==> src/sv/sfr_pkg.sv <==
// Shared types, constants and helpers for the stream find-and-replace block.
`default_nettype none
package sfr_pkg;

  localparam int UNIT_W          = 16;
  localparam int WIN_DEPTH       = 8;
  localparam int PATTERN_MAX     = 8;
  localparam int REPLACEMENT_MAX = 8;
  localparam int REG_UNITS       = 8;
  localparam int LEN_W           = 4;
  localparam int CFG_INDEX_W     = 3;
  localparam int CFG_DATA_W      = 64;

  // Register indexes on the config port
  localparam logic [CFG_INDEX_W-1:0] CFG_PATTERN_LENGTH     = 3'd0;
  localparam logic [CFG_INDEX_W-1:0] CFG_REPLACEMENT_LENGTH = 3'd1;
  localparam logic [CFG_INDEX_W-1:0] CFG_PATTERN_LOW        = 3'd2;
  localparam logic [CFG_INDEX_W-1:0] CFG_PATTERN_HIGH       = 3'd3;
  localparam logic [CFG_INDEX_W-1:0] CFG_REPLACEMENT_LOW    = 3'd4;
  localparam logic [CFG_INDEX_W-1:0] CFG_REPLACEMENT_HIGH   = 3'd5;

  typedef logic [UNIT_W-1:0] unit_t;
  typedef unit_t [WIN_DEPTH-1:0] unit_vec_t;
  typedef logic [LEN_W-1:0] len_t;

  // One result item on its way to the output register
  typedef struct packed {
    unit_t unit;
    logic  last;
    logic  marker;
  } out_item_t;

  // Pattern length in force: zero reads as one, large values saturate
  function automatic len_t eff_pattern_len(input len_t l);
    len_t r;
    r = l;
    if (r == '0) r = len_t'(1);
    if (r > len_t'(PATTERN_MAX)) r = len_t'(PATTERN_MAX);
    if (r > len_t'(REG_UNITS)) r = len_t'(REG_UNITS);
    return r;
  endfunction

  // Replacement length in force
  function automatic len_t eff_replacement_len(input len_t l);
    len_t r;
    r = l;
    if (r > len_t'(REPLACEMENT_MAX)) r = len_t'(REPLACEMENT_MAX);
    if (r > len_t'(REG_UNITS)) r = len_t'(REG_UNITS);
    return r;
  endfunction

endpackage
`default_nettype wire

==> src/sv/sfr_prefix.sv <==
// Compare unit: tests whether the held window is a prefix of the pattern.
`default_nettype none
module sfr_prefix (
  input  wire sfr_pkg::unit_vec_t window,
  input  wire sfr_pkg::len_t      count,
  input  wire sfr_pkg::unit_vec_t pattern,
  input  wire sfr_pkg::len_t      pattern_len,
  output logic                    is_prefix
);

  logic [sfr_pkg::WIN_DEPTH-1:0] lane_ok;

  // Per-position compare; positions at or past the count always pass
  always_comb begin
    for (int i = 0; i < sfr_pkg::WIN_DEPTH; i++) begin
      lane_ok[i] = (sfr_pkg::len_t'(i) >= count) || (window[i] == pattern[i]);
    end
  end

  assign is_prefix = (count <= pattern_len) && (&lane_ok);

endmodule
`default_nettype wire

==> src/sv/sfr_outreg.sv <==
// Output register for result items, with valid/stall handshake.
`default_nettype none
module sfr_outreg (
  input  wire                     clk,
  input  wire                     rst,
  input  wire                     push,
  input  wire sfr_pkg::out_item_t item,
  output logic                    free,
  output logic                    out_valid,
  input  wire                     out_stall,
  output logic [15:0]             out_unit,
  output logic                    out_last,
  output logic                    marker_only
);

  sfr_pkg::out_item_t held;

  // Room for a new item when empty or when the held one leaves now
  assign free = !out_valid || !out_stall;

  // Valid flag
  always_ff @(posedge clk) begin
    if (rst) begin
      out_valid <= 1'b0;
    end else if (push) begin
      out_valid <= 1'b1;
    end else if (!out_stall) begin
      out_valid <= 1'b0;
    end
  end

  // Payload
  always_ff @(posedge clk) begin
    if (push) begin
      held <= item;
    end
  end

  assign out_unit    = held.unit;
  assign out_last    = held.last;
  assign marker_only = held.marker;

endmodule
`default_nettype wire

==> src/sv/stream_find_replace_top.sv <==
// Top level of the stream find-and-replace block: registers and sequencer.
//
// Streaming find-and-replace-all over 16-bit code units. Items enter on the
// in_* channel (code_unit, end_of_text) and results leave on the out_*
// channel (out_unit, out_last, marker_only); both use valid/stall, with the
// receiver driving stall. Pattern and replacement are written through the
// cfg_* port (index 0..5) while the block is idle; writing the pattern
// length drops any held units. A pending config write holds off input.
//
// One item at a time: in_stall stays high from acceptance until the item's
// results are all handed to the output register. After acceptance the
// sequencer releases units and tests the window in the shared compare unit,
// then makes the replacement units after a match, flushes the held units on
// end of text, and closes in a final state. A result goes to the output
// register when the next one is made or in the closing state.
// The output register decouples the sides; a stalled receiver only holds
// the sequencer when it has a new result to hand over.
// Reset (rst, synchronous) holds off both inputs, empties window and output.
`default_nettype none
module stream_find_replace_top (
  input  wire        clk,
  input  wire        rst,
  // input items
  input  wire        in_valid,
  output logic       in_stall,
  input  wire [15:0] code_unit,
  input  wire        end_of_text,
  // result items
  output logic       out_valid,
  input  wire        out_stall,
  output logic [15:0] out_unit,
  output logic       out_last,
  output logic       marker_only,
  // configuration writes
  input  wire        cfg_valid,
  output logic       cfg_ready,
  input  wire [sfr_pkg::CFG_INDEX_W-1:0] cfg_index,
  input  wire [sfr_pkg::CFG_DATA_W-1:0]  cfg_data
);

  typedef enum logic [2:0] {
    ST_IDLE,
    ST_SHIFT,
    ST_REPL,
    ST_FLUSH,
    ST_FINISH
  } state_t;

  state_t state;

  // Configuration registers
  sfr_pkg::len_t           pattern_length;
  sfr_pkg::len_t           replacement_length;
  logic [sfr_pkg::CFG_DATA_W-1:0] pattern_low;
  logic [sfr_pkg::CFG_DATA_W-1:0] pattern_high;
  logic [sfr_pkg::CFG_DATA_W-1:0] replacement_low;
  logic [sfr_pkg::CFG_DATA_W-1:0] replacement_high;

  // Window and sequencer registers
  sfr_pkg::unit_vec_t window;
  sfr_pkg::len_t      count;
  sfr_pkg::len_t      rep_idx;
  logic               end_flag;
  logic               pend_valid;
  sfr_pkg::unit_t     pend_unit;

  sfr_pkg::unit_vec_t pattern;
  sfr_pkg::unit_vec_t replacement;
  sfr_pkg::len_t      plen;
  sfr_pkg::len_t      rlen;
  logic               is_prefix;
  logic               in_take;
  logic               cfg_take;

  logic               out_free;
  logic               can_push;
  logic               emit;
  logic               fire;
  logic               push;
  sfr_pkg::unit_t     emit_unit;
  sfr_pkg::out_item_t push_item;

  assign pattern     = {pattern_high, pattern_low};
  assign replacement = {replacement_high, replacement_low};
  assign plen        = sfr_pkg::eff_pattern_len(pattern_length);
  assign rlen        = sfr_pkg::eff_replacement_len(replacement_length);

  assign cfg_ready = !rst && (state == ST_IDLE);
  assign cfg_take  = cfg_valid && cfg_ready;
  assign in_stall  = rst || (state != ST_IDLE) || cfg_valid;
  assign in_take   = in_valid && !in_stall;

  // Shared compare unit
  sfr_prefix u_prefix (
    .window      (window),
    .count       (count),
    .pattern     (pattern),
    .pattern_len (plen),
    .is_prefix   (is_prefix)
  );

  // Result selection; a new result first pushes the held one out
  assign can_push = !pend_valid || out_free;

  always_comb begin
    emit      = 1'b0;
    emit_unit = window[0];
    push      = 1'b0;
    push_item = '{unit: pend_unit, last: 1'b0, marker: 1'b0};
    unique case (state)
      ST_SHIFT: emit = !is_prefix;
      ST_REPL: begin
        emit      = (rep_idx != rlen);
        emit_unit = replacement[rep_idx[2:0]];
      end
      ST_FLUSH: emit = (count != '0);
      ST_FINISH: begin
        if (pend_valid) begin
          push           = out_free;
          push_item.last = end_flag;
        end else if (end_flag) begin
          push      = out_free;
          push_item = '{unit: '0, last: 1'b1, marker: 1'b1};
        end
      end
      default: ;
    endcase
    fire = emit && can_push;
    if (fire && pend_valid) push = 1'b1;
  end

  sfr_outreg u_outreg (
    .clk         (clk),
    .rst         (rst),
    .push        (push),
    .item        (push_item),
    .free        (out_free),
    .out_valid   (out_valid),
    .out_stall   (out_stall),
    .out_unit    (out_unit),
    .out_last    (out_last),
    .marker_only (marker_only)
  );

  // Configuration registers
  always_ff @(posedge clk) begin
    if (rst) begin
      pattern_length     <= sfr_pkg::len_t'(1);
      replacement_length <= '0;
      pattern_low        <= '0;
      pattern_high       <= '0;
      replacement_low    <= '0;
      replacement_high   <= '0;
    end else if (cfg_take) begin
      unique case (cfg_index)
        sfr_pkg::CFG_PATTERN_LENGTH:     pattern_length     <= cfg_data[3:0];
        sfr_pkg::CFG_REPLACEMENT_LENGTH: replacement_length <= cfg_data[3:0];
        sfr_pkg::CFG_PATTERN_LOW:        pattern_low        <= cfg_data;
        sfr_pkg::CFG_PATTERN_HIGH:       pattern_high       <= cfg_data;
        sfr_pkg::CFG_REPLACEMENT_LOW:    replacement_low    <= cfg_data;
        sfr_pkg::CFG_REPLACEMENT_HIGH:   replacement_high   <= cfg_data;
        default: ;
      endcase
    end
  end

  // Window contents: append on accept, drop the front on release
  always_ff @(posedge clk) begin
    if (in_take) begin
      window[count[2:0]] <= code_unit;
    end else if (fire && (state == ST_SHIFT || state == ST_FLUSH)) begin
      for (int i = 0; i < sfr_pkg::WIN_DEPTH - 1; i++) begin
        window[i] <= window[i+1];
      end
    end
    if (fire) begin
      pend_unit <= emit_unit;
    end
  end

  // Sequencer
  always_ff @(posedge clk) begin
    if (rst) begin
      state      <= ST_IDLE;
      count      <= '0;
      rep_idx    <= '0;
      end_flag   <= 1'b0;
      pend_valid <= 1'b0;
    end else begin
      if (fire) pend_valid <= 1'b1;
      unique case (state)
        ST_IDLE: begin
          if (cfg_take && cfg_index == sfr_pkg::CFG_PATTERN_LENGTH) begin
            count <= '0;
          end else if (in_take) begin
            count    <= count + sfr_pkg::len_t'(1);
            end_flag <= end_of_text;
            state    <= ST_SHIFT;
          end
        end
        ST_SHIFT: begin
          if (!is_prefix) begin
            if (fire) count <= count - sfr_pkg::len_t'(1);
          end else if (count == plen) begin
            count   <= '0;
            rep_idx <= '0;
            state   <= ST_REPL;
          end else begin
            state <= end_flag ? ST_FLUSH : ST_FINISH;
          end
        end
        ST_REPL: begin
          if (rep_idx == rlen) begin
            state <= end_flag ? ST_FLUSH : ST_FINISH;
          end else if (fire) begin
            rep_idx <= rep_idx + sfr_pkg::len_t'(1);
          end
        end
        ST_FLUSH: begin
          if (count == '0) begin
            state <= ST_FINISH;
          end else if (fire) begin
            count <= count - sfr_pkg::len_t'(1);
          end
        end
        ST_FINISH: begin
          if (pend_valid || end_flag) begin
            if (out_free) begin
              pend_valid <= 1'b0;
              state      <= ST_IDLE;
            end
          end else begin
            state <= ST_IDLE;
          end
        end
        default: state <= ST_IDLE;
      endcase
    end
  end

endmodule
`default_nettype wire

==> config.mk <==
export PLATFORM = sky130hd
export DESIGN_NAME = stream_find_replace_top
export DESIGN_NICKNAME = d
export VERILOG_FILES = /design/src/sv/sfr_pkg.sv /design/src/sv/sfr_prefix.sv /design/src/sv/sfr_outreg.sv /design/src/sv/stream_find_replace_top.sv
export SDC_FILE = /design/constraint.sdc
export NUM_CORES = 1
export LEC_CHECK = 0
export ABC_AREA = 1
export BUFFER_PORTS_ARGS = -buffer_cell sky130_fd_sc_hd__buf_2
export CELL_PAD_IN_SITES_DETAIL_PLACEMENT = 1
export CELL_PAD_IN_SITES_GLOBAL_PLACEMENT = 2
export CORE_MARGIN = 2
export CORE_UTILIZATION = 37
export DETAILED_ROUTE_END_ITERATION = 8
export PLACE_DENSITY = 0.79
export SLEW_MARGIN = 10
export SYNTH_ARGS = -nofsm -noshare
export SYNTH_HDL_FRONTEND = slang
export SYNTH_HIERARCHICAL = 1
export SYNTH_SLANG_ARGS = --single-unit
==> constraint.sdc <==
create_clock -name clk -period 4.3 [get_ports clk]
set_input_delay 1.075 -clock clk [delete_from_list [all_inputs] [get_ports clk]]
set_output_delay 1.075 -clock clk [all_outputs]
set_load 0.02 [all_outputs]
==> impl_metrics.tcl <==
set metrics [dict create \
    outcome "finished, final reports clean" \
    ios 110 \
    drcViolationCount 0 \
    start_kind "flip-flop" \
    area_delta_synth_final_pct 14.2 \
    final_cell_mix "410 x nand2_1, 336 x o21ai_0, 277 x dfxtp_1" \
    drv_slew 0 \
    final_common_cell "nand2_1" \
    drt_iter0_markers 1063 \
    crit_chain "xnor2_1 > nand2_1 > nor2_1 > nand2_1 > nor2_1 > nor2_1 > nor2_2 > nand2_1 > nor2_2 > inv_1 > nand2_1 > nand2_1 > inv_2 > nand2_4 > nand2_4 > inv_1 > nand2_1 > nand2_1" \
    crit_top_cell "nand2_1" \
    fill_cells 6235 \
    cts_tree "yes" \
    path_class "reg -> reg" \
    hold_slack_ps 493 \
    cts_hold_buf 0 \
    netlist_instances 2386 \
    rows 84 \
    grt_pass1_vias 16849 \
    max-vdd-ir-drop_mv 0.305 \
    synth_top_area_share_pct 28.2 \
    synth_area_leaders "dfxtp_1 28%, edfxtp_1 25%, o21ai_0 8.5%, nand2_1 7.8%, a21oi_1 5.9%" \
    grt_first_pass_wirelength_mm 106 \
    ctsResizeCount 0 \
    cts.path.max_buffers 3 \
    wl_mm 70.4 \
    hold_depth 2 \
    fin_skew_ps 19.4 \
    drtAntennaViolNets 0 \
    dr_wl_met2_mm 33.0 \
    fp.coreArea_um2 52700 \
    relSlewSlack_pct 23.6 \
    place.gp.congestion 0.892 \
    period_share_pct 81.6 \
    grt_usage_pct 25.1 \
    via_per_inst 5.29 \
    route.met3.wl_mm 2.21 \
    end_kind "flip-flop" \
    p_leak_uw 0.00943 \
    highest_layer "met4" \
    clock_sinks 440 \
    drive_gt1_share_pct 11.7 \
    hpwl_mm 50.1 \
    wire_per_inst_um 22.2 \
    cp.arrival_ps 3660 \
    p_per_area_nw_per_um2 489 \
    postCtsSetupRepairBufs 0 \
    critical_path_required_ps 4450 \
    antenna_found_initial 1 \
    synth_seq_cells 440 \
    synth.distinct_cells 37 \
    rsz0062_at_grt "false" \
    max_slew.worst_pin.slew_ps 1150 \
    setup_viol 0 \
    overflow 0 \
    grt_max_degree 147 \
    die_h_um 235 \
    finalSetupTns_ps 0 \
    dr.pass1.iters 5 \
    cts-root-buf "clkbuf_16" \
    worst-r2r-cell-count 18 \
    syn_area_per_cell_um2 8.28 \
    clk_pin_slew_ps 60 \
    cp_slowest_cell "nand2_1" \
    yosys.area.top_type "dfxtp_1" \
    wl_met1_mm 32.6 \
    fin_crit_ps 3510 \
    final_nets 2537 \
    numCtsBuffers 50 \
    syn-cell-area_um2 19800 \
    vias 16778 \
    yosysWarnings 6 \
    die-width_um 235 \
    io_buffers 109 \
    critical_path_peak_fanout 16 \
    cts.htree.levels 2 \
    start_util_pct 37.5 \
    maxCapViolCount 0 \
    hp-class "reg -> reg" \
    syn_nets 2483 \
    cpPeakStageDelay_ps 550 \
    die_area_um2 55300 \
    ys_seq_area_share_pct 52.8 \
    finalHoldViolations 0 \
    fmax_mhz 285 \
    clkLatencyLatePin_ps 600 \
]
routing by layer:
metal | vias to the layer above | GRT usage [%]
li1 | 8055 | -
met1 | 8330 | 33.7
met4 | 0 | 9.40
met5 | - | 0
met2 | 289 | 41.5
met3 | 104 | 2.81
cells in the mapped netlist:
cell type / number
nor3_1: 6
o211ai_1: 13
nand3_1: 33
o21ai_1: 112
nand2_2: 3
edfxtp_1: 162
buf_6: 14
xnor2_1: 50
a211oi_1: 1
a31oi_1: 1
buf_1: 3
nand4_1: 10
a21oi_1: 232
clkbuf_1: 84
o21ai_0: 336
o21bai_1: 2
nor2_2: 5
inv_2: 4
nor2_8: 1
nand2_4: 2
dfxtp_1: 278
inv_1: 246
nor2_1: 227
or2_2: 3
buf_2: 29
nand2_1: 410
nor2_4: 1
clkinv_1: 2
a31o_2: 1
nand3_2: 1
nor3_2: 2
ha_1: 8
buf_4: 6
a21oi_2: 48
xor2_1: 18
o22ai_1: 12
o221ai_1: 20
per-stage QoR:
step	instances	cell area, µm²	power (µW)	worst slack [ps]	utilization (%)
6_report	3171	22600	11000	790	42.8
5_1_grt	3170	22600	11500	437	42.8
4_1_cts	3170	22600	11100	763	42.8
3_5_place_dp	3076	20900	6640	793	39.6
3_3_place_gp	3076	20900	6600	896	39.6
2_1_floorplan	2386	19800	6000	1270	-
where the power goes:
group	internal (µW)	total [µW]	leakage, µW	switching [µW]
Sequential	4700	4930	0.00372	232
Clock	2650	4470	0.000815	1830
Combinational	484	1620	0.00490	1140
Total	7830	11000	0.00943	3200
state kept, by name, summed over array words and instances (netlist names):
signal / count
u_outreg/out_unit: 16
pattern_length: 4
u_outreg/marker_only: 1
window: 128
pattern_high: 64
u_outreg/out_valid: 1
pend_unit: 16
replacement_low: 64
pattern_low: 64
rep_idx: 4
pend_valid: 1
state: 3
end_flag: 1
u_outreg/out_last: 1
count: 4
replacement_high: 64
replacement_length: 4
critical path, delay by kind of cell (launching register included):
kind | cells | cell delay (ps)
flip-flops | 1 | 410
AND/OR/NAND/NOR | 14 | 2210
buffers and inverters | 3 | 200
XOR/XNOR | 1 | 230
final timing paths:
path	startpoint	to	slack, ps
min reg2reg	pattern_length[0]	pattern_length[0]	490
max reg2reg	window[114]	window[60]	790
max	window[114]	window[60]	790
min	pattern_length[0]	pattern_length[0]	490
final cells by class:
type	instances	area, µm²	share of cell area, %
sequential	440	10400	46.3
multi-input combinational	1558	7730	34.3
clock buffer	74	1410	6.26
inverter	252	955	4.23
timing repair buffer	138	876	3.88
tap	688	861	3.82
clock inverter	20	283	1.25
antenna	1	2.50	0.0111
cell families (layout without fill, tap and decap cells):
family                   Yosys count  in the layout  synth area share, %
buffers and inverters            388            484                 8.20
AO/OA/AOI/OAI                    778            778                 21.3
adder cells (fa/ha/maj)            8              8                0.507
XOR/XNOR                          68             68                 3.01
AND/OR/NAND/NOR                  704            704                 14.2
flip-flops                       440            440                 52.8
other                              0              1                    0
Note: power is estimated with default switching activity, not from simulation.
